`src/hw/rtl/safd_pkg.sv`:
```
`timescale 1ns / 1ps
// ----------------------------------------------------------------------------
// safd_pkg: shared types and constants of the spi angle sensor frame decoder
// Record kinds, the known register table and the job descriptor that the
// front end hands to the back end through the job queue.
// ----------------------------------------------------------------------------
package safd_pkg;

    // fixed field widths
    localparam int ADDR_W    = 14;
    localparam int ID_W      = 4;
    localparam int KIND_W    = 4;
    localparam int SPAN_W    = 48;
    localparam int MAX_RECS  = 4;
    localparam int CNT_W     = 3;
    localparam int SLOT_W    = 2;

    // job queue depth
    localparam int QUEUE_DEPTH = 2;

    // stream packing
    localparam int S_TDATA_W = 152;
    localparam int M_TDATA_W = 128;

    // record kinds
    localparam logic [KIND_W-1:0] KIND_CMD_READ    = 4'd0;
    localparam logic [KIND_W-1:0] KIND_CMD_WRITE   = 4'd1;
    localparam logic [KIND_W-1:0] KIND_READ_FRAME  = 4'd2;
    localparam logic [KIND_W-1:0] KIND_WRITE_FRAME = 4'd3;
    localparam logic [KIND_W-1:0] KIND_REG_READ    = 4'd4;
    localparam logic [KIND_W-1:0] KIND_REG_WRITE   = 4'd5;
    localparam logic [KIND_W-1:0] KIND_MOSI_PARITY = 4'd6;
    localparam logic [KIND_W-1:0] KIND_MISO_PARITY = 4'd7;
    localparam logic [KIND_W-1:0] KIND_ERROR_FLAG  = 4'd8;

    // command word fields
    localparam int RW_BIT = 14;
    localparam logic [ID_W-1:0] UNKNOWN_ID = 4'd11;
    localparam int NUM_KNOWN = 11;

    localparam logic [ADDR_W-1:0] KNOWN_REGS [NUM_KNOWN] = '{
        14'h0000, 14'h0001, 14'h0003, 14'h0016, 14'h0017, 14'h0018,
        14'h0019, 14'h3FFC, 14'h3FFD, 14'h3FFE, 14'h3FFF
    };

    typedef logic [SPAN_W-1:0] span_t;

    // one decoded word: the records it causes and their shared fields
    typedef struct packed {
        logic [MAX_RECS-1:0][KIND_W-1:0] kinds;
        logic [CNT_W-1:0]                count;
        logic [ADDR_W-1:0]               addr;
        logic [ID_W-1:0]                 id;
        logic [ADDR_W-1:0]               data;
        span_t                           frame_begin;
        span_t                           trans_begin;
        span_t                           span_end;
    } job_t;

    // map an address to its index in the known register table
    function automatic logic [ID_W-1:0] reg_lookup(input logic [ADDR_W-1:0] addr);
        logic [ID_W-1:0] id;
        id = UNKNOWN_ID;
        for (int i = NUM_KNOWN - 1; i >= 0; i--) begin
            if (KNOWN_REGS[i] == addr) begin
                id = ID_W'(i);
            end
        end
        return id;
    endfunction

endpackage

```
`src/hw/rtl/safd_front.sv`:
```
`timescale 1ns / 1ps
// ----------------------------------------------------------------------------
// safd_front: event intake and word classification
// Pairs bytes into words, tracks the transaction phase and turns every
// completed word into a job descriptor listing the records it causes.
// ----------------------------------------------------------------------------
module safd_front #(
    parameter int TIMESTAMP_BITS = 48
) (
    input  logic                           aclk,
    input  logic                           aresetn,
    input  logic                           s_tvalid,
    input  logic [safd_pkg::S_TDATA_W-1:0] s_tdata,
    input  logic                           s_tuser,
    input  logic                           s_tready,
    output logic                           push_valid,
    output safd_pkg::job_t                 push_job
);

    localparam int TS_W = (TIMESTAMP_BITS < safd_pkg::SPAN_W) ?
                          TIMESTAMP_BITS : safd_pkg::SPAN_W;

    localparam logic [1:0] PH_IDLE  = 2'd0;
    localparam logic [1:0] PH_READ  = 2'd1;
    localparam logic [1:0] PH_WRITE = 2'd2;
    localparam logic [1:0] PH_SPARE = 2'd3;

    logic [1:0]      phase_reg, phase_next;
    logic            pending_reg, pending_next;
    logic [7:0]      mosi_hi_reg, mosi_hi_next;
    logic [7:0]      miso_hi_reg, miso_hi_next;
    logic [TS_W-1:0] frame_start_reg, frame_start_next;
    logic [TS_W-1:0] trans_begin_reg, trans_begin_next;
    logic [safd_pkg::ADDR_W-1:0] held_reg, held_next;

    logic                        in_fire;
    logic                        mosi_seen, miso_seen;
    logic [15:0]                 mosi_v, miso_v;
    logic [7:0]                  cs_old, cs_new;
    logic [TS_W-1:0]             ts_start, ts_end;
    logic                        wide;
    logic                        word_done;
    logic [15:0]                 mosi_w, miso_w;
    logic [TS_W-1:0]             word_start;
    logic                        par_mosi, par_miso;
    logic [safd_pkg::ADDR_W-1:0] rec_addr;
    logic [3:0]                  cand_en;
    logic [3:0][safd_pkg::KIND_W-1:0] cand_kind;
    logic [safd_pkg::CNT_W-1:0]  n;

    // field extraction
    assign in_fire   = s_tvalid & s_tready;
    assign mosi_seen = s_tdata[0];
    assign miso_seen = s_tdata[1];
    assign mosi_v    = s_tdata[17:2];
    assign miso_v    = s_tdata[33:18];
    assign cs_old    = s_tdata[41:34];
    assign cs_new    = s_tdata[49:42];
    assign ts_start  = s_tdata[50 +: TS_W];
    assign ts_end    = s_tdata[98 +: TS_W];

    // word assembly
    assign wide       = (|mosi_v[15:8]) | (|miso_v[15:8]);
    assign word_done  = wide | pending_reg;
    assign mosi_w     = wide ? mosi_v : {mosi_hi_reg, mosi_v[7:0]};
    assign miso_w     = wide ? miso_v : {miso_hi_reg, miso_v[7:0]};
    assign word_start = wide ? ts_start : frame_start_reg;
    assign par_mosi   = mosi_seen & (^mosi_w);
    assign par_miso   = miso_seen & (^miso_w);
    assign rec_addr   = (phase_reg == PH_IDLE) ? mosi_w[safd_pkg::ADDR_W-1:0] : held_reg;

    // candidate records in output order for the current phase
    always_comb begin
        cand_en   = '0;
        cand_kind = '0;
        case (phase_reg)
            PH_IDLE: begin
                cand_en      = {2'b00, 1'b1, par_mosi};
                cand_kind[0] = safd_pkg::KIND_MOSI_PARITY;
                cand_kind[1] = mosi_w[safd_pkg::RW_BIT] ? safd_pkg::KIND_CMD_READ
                                                        : safd_pkg::KIND_CMD_WRITE;
            end
            PH_READ: begin
                cand_en      = {2'b11, miso_w[safd_pkg::RW_BIT], par_miso};
                cand_kind[0] = safd_pkg::KIND_MISO_PARITY;
                cand_kind[1] = safd_pkg::KIND_ERROR_FLAG;
                cand_kind[2] = safd_pkg::KIND_READ_FRAME;
                cand_kind[3] = safd_pkg::KIND_REG_READ;
            end
            PH_WRITE: begin
                cand_en      = {2'b11, par_miso, par_mosi};
                cand_kind[0] = safd_pkg::KIND_MOSI_PARITY;
                cand_kind[1] = safd_pkg::KIND_MISO_PARITY;
                cand_kind[2] = safd_pkg::KIND_WRITE_FRAME;
                cand_kind[3] = safd_pkg::KIND_REG_WRITE;
            end
            PH_SPARE: begin
                cand_en      = {3'b000, par_miso};
                cand_kind[0] = safd_pkg::KIND_MISO_PARITY;
            end
            default: begin
                cand_en = '0;
            end
        endcase
    end

    // compact the enabled candidates into the job
    always_comb begin
        n              = '0;
        push_job       = '0;
        for (int i = 0; i < safd_pkg::MAX_RECS; i++) begin
            if (cand_en[i]) begin
                push_job.kinds[n[safd_pkg::SLOT_W-1:0]] = cand_kind[i];
                n = n + 3'd1;
            end
        end
        push_job.count       = n;
        push_job.addr        = rec_addr;
        push_job.id          = safd_pkg::reg_lookup(rec_addr);
        push_job.data        = (phase_reg == PH_READ) ? miso_w[safd_pkg::ADDR_W-1:0]
                                                      : mosi_w[safd_pkg::ADDR_W-1:0];
        push_job.frame_begin = safd_pkg::SPAN_W'(word_start);
        push_job.trans_begin = safd_pkg::SPAN_W'(trans_begin_reg);
        push_job.span_end    = safd_pkg::SPAN_W'(ts_end);
    end

    assign push_valid = in_fire & ~s_tuser & word_done & (n != '0);

    // decoder state update
    always_comb begin
        phase_next       = phase_reg;
        pending_next     = pending_reg;
        mosi_hi_next     = mosi_hi_reg;
        miso_hi_next     = miso_hi_reg;
        frame_start_next = frame_start_reg;
        trans_begin_next = trans_begin_reg;
        held_next        = held_reg;
        if (in_fire) begin
            if (s_tuser) begin
                if (cs_old == 8'd0 && cs_new == 8'd1) begin
                    phase_next   = PH_IDLE;
                    pending_next = 1'b0;
                end
            end else if (!word_done) begin
                mosi_hi_next     = mosi_v[7:0];
                miso_hi_next     = miso_v[7:0];
                frame_start_next = ts_start;
                pending_next     = 1'b1;
            end else begin
                if (!wide) begin
                    pending_next = 1'b0;
                end
                if (phase_reg == PH_IDLE) begin
                    trans_begin_next = word_start;
                    held_next        = mosi_w[safd_pkg::ADDR_W-1:0];
                    phase_next       = mosi_w[safd_pkg::RW_BIT] ? PH_READ : PH_WRITE;
                end else begin
                    phase_next = PH_IDLE;
                end
            end
        end
    end

    always_ff @(posedge aclk) begin
        if (!aresetn) begin
            phase_reg       <= PH_IDLE;
            pending_reg     <= 1'b0;
            mosi_hi_reg     <= '0;
            miso_hi_reg     <= '0;
            frame_start_reg <= '0;
            trans_begin_reg <= '0;
            held_reg        <= '0;
        end else begin
            phase_reg       <= phase_next;
            pending_reg     <= pending_next;
            mosi_hi_reg     <= mosi_hi_next;
            miso_hi_reg     <= miso_hi_next;
            frame_start_reg <= frame_start_next;
            trans_begin_reg <= trans_begin_next;
            held_reg        <= held_next;
        end
    end

endmodule

```
`src/hw/rtl/safd_queue.sv`:
```
`timescale 1ns / 1ps
// ----------------------------------------------------------------------------
// safd_queue: job queue between front end and back end
// A small register fifo of job descriptors so that intake and record
// output stall independently.
// ----------------------------------------------------------------------------
module safd_queue (
    input  logic           aclk,
    input  logic           aresetn,
    input  logic           push_valid,
    input  safd_pkg::job_t push_job,
    output logic           push_ready,
    output logic           pop_valid,
    output safd_pkg::job_t pop_job,
    input  logic           pop
);

    localparam int DEPTH = safd_pkg::QUEUE_DEPTH;
    localparam int PTR_W = (DEPTH > 1) ? $clog2(DEPTH) : 1;
    localparam int CNT_W = $clog2(DEPTH + 1);
    localparam logic [PTR_W-1:0] LAST_PTR = PTR_W'(DEPTH - 1);
    localparam logic [CNT_W-1:0] FULL_CNT = CNT_W'(DEPTH);

    safd_pkg::job_t   entry_reg [DEPTH];
    logic [PTR_W-1:0] wr_ptr_reg, wr_ptr_next;
    logic [PTR_W-1:0] rd_ptr_reg, rd_ptr_next;
    logic [CNT_W-1:0] count_reg, count_next;
    logic             do_push, do_pop;

    assign push_ready = (count_reg != FULL_CNT);
    assign pop_valid  = (count_reg != '0);
    assign pop_job    = entry_reg[rd_ptr_reg];
    assign do_push    = push_valid & push_ready;
    assign do_pop     = pop & pop_valid;

    // pointer and fill count update
    always_comb begin
        wr_ptr_next = wr_ptr_reg;
        rd_ptr_next = rd_ptr_reg;
        count_next  = count_reg;
        if (do_push) begin
            wr_ptr_next = (wr_ptr_reg == LAST_PTR) ? '0 : wr_ptr_reg + PTR_W'(1);
        end
        if (do_pop) begin
            rd_ptr_next = (rd_ptr_reg == LAST_PTR) ? '0 : rd_ptr_reg + PTR_W'(1);
        end
        if (do_push && !do_pop) begin
            count_next = count_reg + CNT_W'(1);
        end else if (do_pop && !do_push) begin
            count_next = count_reg - CNT_W'(1);
        end
    end

    always_ff @(posedge aclk) begin
        if (!aresetn) begin
            wr_ptr_reg <= '0;
            rd_ptr_reg <= '0;
            count_reg  <= '0;
        end else begin
            wr_ptr_reg <= wr_ptr_next;
            rd_ptr_reg <= rd_ptr_next;
            count_reg  <= count_next;
        end
    end

    // storage, no reset needed
    always_ff @(posedge aclk) begin
        if (do_push) begin
            entry_reg[wr_ptr_reg] <= push_job;
        end
    end

endmodule

```
`src/hw/rtl/safd_back.sv`:
```
`timescale 1ns / 1ps
// ----------------------------------------------------------------------------
// safd_back: record sequencer
// Walks the record list of the job at the head of the queue and drives one
// record per cycle, while m_tready allows, into the registered result channel.
// ----------------------------------------------------------------------------
module safd_back (
    input  logic                           aclk,
    input  logic                           aresetn,
    input  logic                           job_valid,
    input  safd_pkg::job_t                 job,
    output logic                           job_pop,
    output logic                           m_tvalid,
    input  logic                           m_tready,
    output logic [safd_pkg::M_TDATA_W-1:0] m_tdata,
    output logic [safd_pkg::KIND_W-1:0]    m_tuser,
    output logic                           m_tlast
);

    logic [safd_pkg::SLOT_W-1:0]    slot_reg, slot_next;
    logic                           valid_reg, valid_next;
    logic [safd_pkg::M_TDATA_W-1:0] tdata_reg, tdata_next;
    logic [safd_pkg::KIND_W-1:0]    tuser_reg, tuser_next;
    logic                           tlast_reg, tlast_next;

    logic                           out_load;
    logic                           is_last;
    logic [safd_pkg::KIND_W-1:0]    kind;
    logic                           is_data, is_trans;
    logic [safd_pkg::ADDR_W-1:0]    rec_data;
    safd_pkg::span_t                rec_start;

    // current record of the head job
    assign out_load  = ~valid_reg | m_tready;
    assign kind      = job.kinds[slot_reg];
    assign is_last   = ({1'b0, slot_reg} + 3'd1) == job.count;
    assign is_trans  = (kind == safd_pkg::KIND_REG_READ) ||
                       (kind == safd_pkg::KIND_REG_WRITE);
    assign is_data   = is_trans || (kind == safd_pkg::KIND_READ_FRAME) ||
                       (kind == safd_pkg::KIND_WRITE_FRAME);
    assign rec_data  = is_data ? job.data : '0;
    assign rec_start = is_trans ? job.trans_begin : job.frame_begin;
    assign job_pop   = out_load & job_valid & is_last;

    // output register load
    always_comb begin
        slot_next  = slot_reg;
        valid_next = valid_reg;
        tdata_next = tdata_reg;
        tuser_next = tuser_reg;
        tlast_next = tlast_reg;
        if (out_load) begin
            valid_next = job_valid;
            if (job_valid) begin
                tdata_next = {job.span_end, rec_start, rec_data, job.id, job.addr};
                tuser_next = kind;
                tlast_next = is_last;
                slot_next  = is_last ? '0 : slot_reg + 2'd1;
            end
        end
    end

    always_ff @(posedge aclk) begin
        if (!aresetn) begin
            slot_reg  <= '0;
            valid_reg <= 1'b0;
        end else begin
            slot_reg  <= slot_next;
            valid_reg <= valid_next;
        end
    end

    always_ff @(posedge aclk) begin
        tdata_reg <= tdata_next;
        tuser_reg <= tuser_next;
        tlast_reg <= tlast_next;
    end

    assign m_tvalid = valid_reg;
    assign m_tdata  = tdata_reg;
    assign m_tuser  = tuser_reg;
    assign m_tlast  = tlast_reg;

endmodule

```
`src/hw/rtl/spi_angle_sensor_frame_decoder_unit.sv`:
```
`timescale 1ns / 1ps
// ----------------------------------------------------------------------------
// spi_angle_sensor_frame_decoder_unit: spi register frame decoder
// Decodes sniffed spi events of a 14-bit register protocol with even parity
// into command, data frame, transaction and warning records.
// ----------------------------------------------------------------------------
// Usage:
//   The s_ channel carries one sniffer event per request: tuser high for a
//   chip-select change, low for a data transfer. Bytes are paired high byte
//   first; a value above 255 on either line is a whole word.
//   Each completed word yields one to four records on the m_ channel, one
//   per cycle while m_tready is high; tuser holds the record kind and tlast
//   marks the final record of an event. Events that finish no word yield
//   nothing. An accepted word passes through the job queue and then the
//   output register before its first record appears. An event is taken
//   every cycle while the two-entry job queue has room; records drain one
//   per cycle while the receiver is ready, bounded by the record sequencer.
//   When the receiver stalls, the output register holds its record, the
//   queue fills and s_tready drops once both entries are taken.
//   Reset (aresetn low, synchronous) returns the decoder to idle, clears
//   byte pairing and sample marks, and empties the queue and output.
// ----------------------------------------------------------------------------
module spi_angle_sensor_frame_decoder_unit #(
    parameter int TIMESTAMP_BITS = 48
) (
    input  logic                           aclk,
    input  logic                           aresetn,
    input  logic                           s_tvalid,
    output logic                           s_tready,
    // mosi present, miso present, mosi value, miso value, old select,
    // new select, first sample, last sample (zero padded to 152 bits)
    input  logic [safd_pkg::S_TDATA_W-1:0] s_tdata,
    // mode
    input  logic                           s_tuser,
    output logic                           m_tvalid,
    input  logic                           m_tready,
    // reg_address, reg_id, data_value, span_start, span_end
    output logic [safd_pkg::M_TDATA_W-1:0] m_tdata,
    // kind
    output logic [safd_pkg::KIND_W-1:0]    m_tuser,
    output logic                           m_tlast
);

    logic           push_valid, push_ready;
    safd_pkg::job_t push_job;
    logic           pop_valid, pop;
    safd_pkg::job_t pop_job;

    assign s_tready = push_ready;

    // intake and classification
    safd_front #(
        .TIMESTAMP_BITS(TIMESTAMP_BITS)
    ) u_front (
        .aclk      (aclk),
        .aresetn   (aresetn),
        .s_tvalid  (s_tvalid),
        .s_tdata   (s_tdata),
        .s_tuser   (s_tuser),
        .s_tready  (push_ready),
        .push_valid(push_valid),
        .push_job  (push_job)
    );

    // job queue
    safd_queue u_queue (
        .aclk      (aclk),
        .aresetn   (aresetn),
        .push_valid(push_valid),
        .push_job  (push_job),
        .push_ready(push_ready),
        .pop_valid (pop_valid),
        .pop_job   (pop_job),
        .pop       (pop)
    );

    // record output
    safd_back u_back (
        .aclk     (aclk),
        .aresetn  (aresetn),
        .job_valid(pop_valid),
        .job      (pop_job),
        .job_pop  (pop),
        .m_tvalid (m_tvalid),
        .m_tready (m_tready),
        .m_tdata  (m_tdata),
        .m_tuser  (m_tuser),
        .m_tlast  (m_tlast)
    );

endmodule

```
`config.mk`:
```
export PLATFORM = sky130hd
export DESIGN_NAME = spi_angle_sensor_frame_decoder_unit
export DESIGN_NICKNAME = d
export VERILOG_FILES = /design/src/hw/rtl/safd_pkg.sv /design/src/hw/rtl/safd_front.sv /design/src/hw/rtl/safd_queue.sv /design/src/hw/rtl/safd_back.sv /design/src/hw/rtl/spi_angle_sensor_frame_decoder_unit.sv
export SDC_FILE = /design/constraint.sdc
export NUM_CORES = 1
export LEC_CHECK = 0
export BUFFER_PORTS_ARGS = -buffer_cell sky130_fd_sc_hd__buf_2
export CORE_ASPECT_RATIO = 1.5
export CORE_MARGIN = 2
export CORE_UTILIZATION = 52
export DETAILED_ROUTE_END_ITERATION = 12
export PLACE_DENSITY = 0.72
export RECOVER_POWER = 50
export SYNTH_ARGS = -nofsm -noshare
export SYNTH_HDL_FRONTEND = slang
export SYNTH_SLANG_ARGS = --single-unit
```
`constraint.sdc`:
```
create_clock -name aclk -period 12.1 [get_ports aclk]
set_input_delay 0.605 -clock aclk [delete_from_list [all_inputs] [get_ports aclk]]
set_output_delay 0.605 -clock aclk [all_outputs]
set_load 0.1 [all_outputs]
```
======== Word-level counts from Yosys, hierarchy flattened ========
Memory sizes are Yosys's and may differ from the RTL's. A register that Yosys moved wholly into a read port is not among the register bits.
Cells that the tools add are included.
cells by class
  add/subtract/negate cells ............... 9
  order comparisons ....................... 7
  equal/unequal tests ..................... 22
  mux-type cells .......................... 59
  bitwise logic cells ..................... 16
  reduce and logical (&&, ||, !) cells .... 30
operators by type and width
  cell                                                number
  2-to-1 mux 48 bit                                   2
  2-to-1 mux 16 bit                                   5
  == test 14 bit, first input constant                4
  == test 5 x 14 -> 1 bit, first input constant       4
  2-to-1 mux 4 bit                                    13
  bitwise mux 16 bit                                  3
  parity 16 bit                                       2
  2-to-1 mux 14 bit                                   2
  demux 4 bit (select 2 bit)                          3
  2-to-1 mux 2 bit                                    10
  case mux 4 bit (4 select lines)                     1
  OR reduction 8 bit                                  2
  == test 1 x 14 -> 1 bit, first input constant       1
  == test 2 x 14 -> 1 bit, first input constant       1
  zero test 14 bit                                    1
  case mux 7 bit (2 select lines)                     1
  2-to-1 mux 1 bit                                    13
  case mux 4 bit (3 select lines)                     1
  AND reduction 3 bit                                 4
  AND 1 bit                                           10
  < comparator 2 x 3 -> 1 bit, second input constant  3
  2-to-1 mux 3 bit                                    3
  binary-select mux 4 bit (select 2 bit)              1
  == test 4 x 2 -> 1 bit, second input constant       2
  30 further kinds                                    51
storage, ports and cells
  register bits after elaboration ......... 269
  memory bits (writable) .................. 390
  output and inout port bits .............. 135
  logic and storage cells ................. 160
  memories kept ........................... 1
memory list
  name               words  bits a word  read ports  clocked after Yosys merged registers in  wr ports  RTL line          RTL
  u_queue.entry_reg  2      195          1           1                                        1         safd_queue.sv:24  safd_pkg::job_t entry_reg [DEPTH];

======== Depth between registers and ports, before layout ========
Gate-level depths: netlist of the first run.
  depth in word-level cells ............... 20
  gate-level depth with buffers ........... 21

======== By module ========
A second synthesis of the first run with hierarchy kept.
unflattened totals
  cell total of the unflattened synthesis .. 1795
  area, all modules ....................... 27249.9 µm²
by module, submodules not included
  module      instances  cells an instance  area an instance (µm²)
  safd_queue  1          631                14935.6
  safd_front  1          934                7333.3
  safd_back   1          230                4981.0

======== Worst setup path after synthesis of the first run ========
Ideal clock, no wire load.
  path type ............................... input-to-reg
  from .................................... input s_tdata[26] (netlist bit)
  to ...................................... register u_queue.wr_ptr_reg
  setup time .............................. 98 ps
  arrival time ............................ 12936 ps
  required time ........................... 12002 ps
  slack ................................... -934 ps
  stages on the path ...................... 18
  buffers on the path ..................... 2
  cell sequence ........................... nor4_1 and4_1 buf_6 a31oi_1 xnor2_1 xnor2_1 mux2_2 nor2_8 inv_1 ha_1 clkbuf_1 xor2_1 ha_1 xnor2_1 and2_1 o31a_1 nor2b_1 o21a_1
RTL lines
  element               RTL line                                   RTL
  from (decl)           spi_angle_sensor_frame_decoder_unit.sv:32  input logic [safd_pkg::S_TDATA_W-1:0] s_tdata,
  to (signal assigned)  safd_queue.sv:60                           wr_ptr_reg <= wr_ptr_next;
  to (decl)             safd_queue.sv:25                           logic [PTR_W-1:0] wr_ptr_reg, wr_ptr_next;

==> flow_metrics.py, run 1 <==
metrics = {
    "status": {
        "outcome": "complete, but fails checks",
        "violations": "max-capacitance violations, max-slew violations",
    },
    "logic_synthesis": {
        "synth_top_area_share_pct": 61.17,
        "ys_seq_elements": 656,
        "netlist_area_sq_mm": 0.02548,
        "ys.flop_type": "edfxtp_1",
        "async_flop_share_pct": 0,
        "seq_area_frac_synth_pct": 71.94,
        "ys_warn_count": 0,
        "synth_top_cells_by_area": "edfxtp_1 (61%), dfxtp_1 (11%), mux4_2 (4.9%)",
        "syn_inst": 1653,
        "synth-edff-count": 519,
        "yosys.area.top_type": "edfxtp_1",
        "synth_nets": 1822,
        "syn_area_per_cell_sq_um": 15.41,
        "yosysUniqueCellTypes": 64,
    },
    "clock_tree": {
        "cts.clk_slew.worst_paths_ns": 0.06,
        "holdBufCountCts": 0,
        "post_cts_buffers": 0,
        "cts_tree": "done",
        "clockBufferDepth": 3,
        "postCtsResizedCells": 0,
        "cts_num_sinks": 656,
        "ctsRootBufferMaster": "clkbuf_16",
        "clock_latency_ns": 0.59,
        "cts_htree_levels": 2,
        "cts_buffers": 58,
    },
    "detailed_routing": {
        "wl_met2_mm": 27.45,
        "wl_met3_mm": 3.045,
        "drtIter0Drc": 936,
        "ant_nets": 0,
        "wirelength_mm": 53.10,
        "route.vias.total": 14320,
        "drc": 0,
        "met1_length_mm": 20.92,
        "dr.pass1.iters": 5,
        "via_per_inst": 5.418,
        "routedWlPerCell_um": 20.09,
        "top_layer": "met5",
    },
    "floorplanning": {
        "die-area_sq_mm": 0.05082,
        "die-height_um": 275.1,
        "die_x_um": 184.7,
        "start_util_pct": 52.47,
        "io_pins": 292,
        "core_sq_mm": 0.04856,
        "rows": 99,
    },
    "hold_path": {
        "min_path_cells": 1,
        "worstHoldStart": "s_tdata[105]",
        "hp-class": "in2reg",
        "whs_endpoint": "u_queue.entry_reg[1][7]",
    },
    "global_route": {
        "antenna_found_initial": 7,
        "grt_usage_pct": 21.01,
        "grt_pass1_wl_mm": 81.61,
        "first_global_vias": 14930,
        "overflow": 0,
        "grt_max_degree": 145,
    },
    "setup_path": {
        "path_max_fanout": 47,
        "cp-end-kind": "flip-flop",
        "rrSetupSlack_ns": 4.70,
        "r2r_end": "u_back.m_tdata[38]",
        "rr_worst_depth": 7,
        "cp.required_ns": 12.41,
        "startpoint_type": "flip-flop",
        "path_class": "reg2reg",
        "crit_arrival_ns": 7.71,
    },
    "timing": {
        "rsz0062_at_grt": "false",
        "period_share_pct": 61.18,
        "clock-skew-final_ns": 0.01464,
        "slew_violations": 391,
        "tightest_slew_ns": 4.526,
        "setup_violations": 0,
        "fmax_ghz": 0.1351,
        "hold_violations": 0,
        "period_needed_ns": 7.403,
        "setup_ws_ns": 4.697,
        "max-slew-margin-rel_pct": -201.8,
        "tns_ns": 0,
    },
    "cells_and_area": {
        "layout-drive-gt1-share_pct": 18.55,
        "area_growth_pct": 15.05,
        "largest_reg_flops": 386,
        "fin_util_pct": 60.37,
        "layout.nets": 2103,
    },
    "power": {
        "ir_drop_mv": 0.2403,
        "power.leakage_nw": 9.991,
        "p_per_area_mw_per_mm2": 258.7,
    },
    "place": {
        "post-place-ws_ns": 4.865,
        "port_buffers": 285,
        "post-dp-hpwl_mm": 31.98,
        "globalplace.congestion": 0.8805,
    },
    "run": {
        "maxCapViolCount": 6,
    },
}
[area by class of cell]
cell class / count / area [sq um]
clock inverters: 41 / 407.9
flip-flops and latches: 656 / 18330
inverters: 17 / 65.06
fillers: 3758 / 19240
multi-input cells: 899 / 6784
diodes: 3 / 7.507
repair buffers: 302 / 1343
clock buffers: 69 / 1556
well taps: 656 / 820.8
[cells in the final DEF, fill, tap and decap left out, drive strengths merged, types with 6 or more instances in the layout]
cell and instances:
edfxtp 519, nand2 303, clkbuf 238, dfxtp 137, buf 133, mux2 83, mux2i 80, a21boi 67
nor2b 59, mux4 55, nor2 49, xnor2 31, clkinv 27, a21oi 23, inv 18, a31oi 15
ha 12, o21ai 11, and2 11, o211a 10, nor3 9, nor4 9, xor2 8, bufinv 7
clkinvlp 6
[logic make-up (layout without fill, tap and decap cells)]
| group | Yosys count | in the layout | share of synthesized area (%) |
|---|---|---|---|
| flip-flops | 656 | 656 | 71.94 |
| AND/OR/NAND/NOR | 470 | 470 | 8.305 |
| multiplexers | 218 | 218 | 11.69 |
| AO/OA/AOI/OAI | 159 | 159 | 4.464 |
| buffers and inverters | 98 | 429 | 1.586 |
| XOR/XNOR | 40 | 40 | 1.429 |
| adder cells (fa/ha/maj) | 12 | 12 | 0.5893 |
| other | 0 | 3 | 0 |
[Yosys cell counts (all sizes together), types with 5 or more instances]
| master | instances |
|---|---|
| o211a | 10 |
| nor2 | 49 |
| nor3 | 9 |
| nand2 | 303 |
| xnor2 | 31 |
| clkbuf | 59 |
| and2 | 11 |
| edfxtp | 519 |
| dfxtp | 137 |
| inv | 15 |
| buf | 22 |
| a211oi | 5 |
| mux2 | 83 |
| a21oi | 23 |
| mux4 | 55 |
| a21boi | 67 |
| o21ai | 11 |
| ha | 12 |
| nor2b | 59 |
| xor2 | 8 |
| mux2i | 80 |
| nand4 | 5 |
| a31oi | 15 |
| nor4 | 9 |
[how the worst max path moves through the flow]
| stage | depth (start not counted) | slack (ns) | to | startpoint |
|---|---|---|---|---|
| 3_5_place_dp | 18 | 4.86 | u_queue.entry_reg[0][11] | s_tdata[26] |
| 4_1_cts | 18 | 5.51 | u_queue.entry_reg[0][116] | s_tdata[26] |
| 5_1_grt | 7 | 3.98 | u_back.m_tdata[38] | flip-flop |
| 3_3_place_gp | 18 | 5.00 | u_queue.entry_reg[0][11] | s_tdata[26] |
| 2_1_floorplan | 17 | 2.82 | u_queue.entry_reg[0][0] | s_tdata[26] |
| 6_report | 7 | 4.70 | u_back.m_tdata[38] | flip-flop |
[worst max-delay path, stage by stage (launching register included)]
cell and delay, ns:
dfxtp_1 1.86, clkbuf_1 2.43, mux4_2 0.75, mux2i_1 0.27
nor2_1 0.13, nand2_4 0.20, buf_4 0.78, mux4_2 0.63
[metal layers]
layer | up-vias | global-route usage, %
li1 | 6672 | -
met1 | 7072 | 25.26
met2 | 463 | 38.02
met3 | 104 | 3.429
met4 | 10 | 7.707
met5 | - | 0
[through the flow]
stage	instances	instance area (sq um)	total power [W]	hold slack, ns
after floorplan	1653	25480	0.005329	0.4249
after global placement	2530	27570	0.005768	0.4322
after detailed placement	2530	27570	0.005800	0.4387
after CTS	2640	29540	0.007680	0.1674
after global routing	2642	29310	0.007858	0.1795
final	2643	29310	0.007582	0.2031
[where the power goes]
group,internal [W],switching [W]
registers,0.00299,0.000144
clock network,0.00107,0.000803
logic,0.000424,0.00215
total,0.00449,0.00309
Power figures use the tool's default switching activity.
==> run 2, diff against run 1 <==
--- a/config.mk
+++ b/config.mk
@@ -8,9 +8,9 @@
 export BUFFER_PORTS_ARGS = -buffer_cell sky130_fd_sc_hd__buf_2
 export CORE_ASPECT_RATIO = 1.5
 export CORE_MARGIN = 2
-export CORE_UTILIZATION = 52
+export CORE_UTILIZATION = 55
 export DETAILED_ROUTE_END_ITERATION = 12
-export PLACE_DENSITY = 0.72
+export PLACE_DENSITY = 0.73
 export RECOVER_POWER = 50
 export SYNTH_ARGS = -nofsm -noshare
 export SYNTH_HDL_FRONTEND = slang
==> constraint.sdc (replaced) <==
create_clock -name aclk -period 7.7 [get_ports aclk]
set_input_delay 0.385 -clock aclk [delete_from_list [all_inputs] [get_ports aclk]]
set_output_delay 0.385 -clock aclk [all_outputs]
set_load 0.1 [all_outputs]
==> run 2 against run 1 <==
The flow still finishes with violations (max-capacitance violations, max-slew violations). Maximum frequency up 27%. Hold slack worse by 0.15 ns. Clock-buffer cell count rose by 8. Register-to-register slack worse by 2.8 ns. Utilization rose by 4.7 points. Worst setup slack lost 2.8 ns. Global-route usage grew 0.93 points. Final area increased by 1.6%. Final cell count is 0.76% lower. Via count grew 0.63%. Clock skew about the same.
==> flow_metrics.py, run 2 (same netlist as run 1, synthesis figures left out) <==
metrics = {
    "detailed_routing": {
        "ant_nets": 0,
        "wirelength_mm": 53.07,
        "route.vias.total": 14410,
        "routedWlPerCell_um": 20.23,
        "drtIter0Drc": 910,
        "drc": 0,
        "dr.pass1.iters": 6,
        "via_per_inst": 5.494,
    },
    "timing": {
        "period_share_pct": 75.80,
        "setup_violations": 0,
        "max-slew-margin-rel_pct": -164.9,
        "period_needed_ns": 5.837,
        "slew_violations": 480,
        "fmax_ghz": 0.1713,
        "tightest_slew_ns": 3.974,
        "hold_slack_ns": 0.05190,
        "tns_ns": 0,
        "rsz0062_at_grt": "false",
        "hold_violations": 0,
        "clock-skew-final_ns": 0.01446,
    },
    "setup_path": {
        "worstPathBufferInverterCount": 4,
        "cp.required_ns": 7.92,
        "cp-end-kind": "flip-flop",
        "slowest_stage": "clkbuf_1",
        "critPathMaxStageDelay_ns": 0.99,
        "path_max_fanout": 102,
        "path_cells": "inv_1 -> ha_1 -> clkbuf_1 -> clkinv_1 -> o21ai_0 -> or2_2 -> ha_1 -> xor2_1 -> ha_1 -> xnor2_1 -> and2_1 -> o31a_1 -> nor2b_4 -> buf_12",
        "crit_arrival_ns": 6.06,
        "startpoint_type": "flip-flop",
        "critPathTopFamily": "buffers and inverters",
        "path_class": "reg2reg",
        "cp_num_cells": 14,
        "rr_worst_depth": 14,
        "r2r-start": "u_front.phase_reg[1]",
        "rrSetupSlack_ns": 1.86,
        "crit_path_frequent_cell": "ha_1",
        "r2r_end": "u_queue.entry_reg[0][98]",
        "critPathLaunch": "u_front.phase_reg[1]",
    },
    "hold_path": {
        "whs_endpoint": "u_front.frame_start_reg[24]",
        "min_path_cells": 3,
        "hp-class": "in2reg",
        "worstHoldStart": "s_tdata[74]",
    },
    "clock_tree": {
        "cts_tree": "done",
        "clockBufferDepth": 3,
        "postCtsResizedCells": 0,
        "cts_num_sinks": 656,
        "cts_buffers": 58,
        "ctsRootBufferMaster": "clkbuf_16",
        "cts.clk_slew.worst_paths_ns": 0.07,
        "post_cts_buffers": 0,
        "cts_htree_levels": 2,
        "clock_latency_ns": 0.60,
    },
    "cells_and_area": {
        "largest_reg_flops": 386,
        "area_growth_pct": 16.94,
        "register_area_sq_mm": 0.01833,
        "multi_input_area_sq_mm": 0.006770,
        "fill_cells": 3364,
        "layout-drive-gt1-share_pct": 17.89,
        "final_common_cell": "edfxtp_1",
        "final_cell_mix": "edfxtp_1 (519), nand2_1 (301), clkbuf_1 (191)",
        "antenna_cells": 0,
        "layout.nets": 2154,
    },
    "floorplanning": {
        "die_x_um": 179.7,
        "die-height_um": 267.6,
        "die-area_sq_mm": 0.04809,
        "core_sq_mm": 0.04576,
        "rows": 96,
        "start_util_pct": 55.67,
        "io_pins": 292,
    },
    "status": {
        "outcome": "complete, but fails checks",
        "violations": "max-capacitance violations, max-slew violations",
    },
    "global_route": {
        "grt_pass1_wl_mm": 81.54,
        "grt_max_degree": 103,
        "first_global_vias": 14800,
        "grt_usage_pct": 21.94,
        "antenna_found_initial": 5,
        "overflow": 0,
    },
    "power": {
        "power.leakage_nw": 10.20,
        "ir_drop_mv": 0.3587,
        "p_per_area_mw_per_mm2": 402.9,
    },
    "place": {
        "post-dp-hpwl_mm": 32.30,
        "globalplace.congestion": 0.8634,
        "port_buffers": 285,
    },
    "run": {
        "maxCapViolCount": 8,
    },
}
==> run 2: repair_timing <==
| item | in CTS | in global routing |
|---|---|---|
| endpoints found under the setup margin | 0 | 0 |
| hold endpoints to repair | 96 | 0 |
| hold buffers | 48 | 0 |
==> run 2: how the worst max path moves through the flow <==
stage                                     end
floorplan             u_queue.entry_reg[0][0]
global placement    u_queue.entry_reg[0][102]
detailed placement    u_queue.entry_reg[0][5]
CTS                  u_queue.entry_reg[0][21]
global route               u_back.m_tdata[92]
finish               u_queue.entry_reg[0][98]
==> run 2: area by class of cell <==
| type | count | share of cell area, % |
|---|---|---|
| clock buffers | 77 | 5.380 |
| clock inverters | 33 | 1.432 |
| inverters | 17 | 0.2184 |
| multi-input cells | 899 | 22.72 |
| flip-flops and latches | 656 | 61.52 |
| well taps | 588 | 2.469 |
| repair buffers | 353 | 6.258 |
==> run 2: power by group <==
| part | leakage, nW | switching [W] | total (W) | internal (W) |
|---|---|---|---|---|
| registers | 5.91 | 0.000216 | 0.00489 | 0.00468 |
| clock network | 0.989 | 0.00125 | 0.00303 | 0.00177 |
| logic | 3.30 | 0.00339 | 0.00408 | 0.000693 |
==> run 2: worst min-delay path, delay by kind of cell <==
kind | cells | cell delay, ns
buffers and inverters | 1 | 0.10
AO/OA/AOI/OAI | 1 | 0.06
AND/OR/NAND/NOR | 1 | 0.04
==> run 2: per-stage QoR <==
stage / power (W) / cell area [sq um] / util [%] / instances / setup WS [ns]
2_1_floorplan: 0.008355 / 25490 / - / 1653 / 0.7822
3_3_place_gp: 0.009050 / 27540 / 60.19 / 2465 / 1.779
3_5_place_dp: 0.009116 / 27540 / 60.19 / 2465 / 1.712
4_1_cts: 0.01216 / 30050 / 65.67 / 2623 / 2.351
5_1_grt: 0.01243 / 29790 / 65.10 / 2623 / 1.311
6_report: 0.01200 / 29790 / 65.10 / 2623 / 1.863
==> run 2: per-layer routing <==
metal	share of wire, %	track usage [%]
met1	40	26.95
met2	52	39.68
met3	5.5	3.440
met4	3.0	7.229
met5	0.11	0
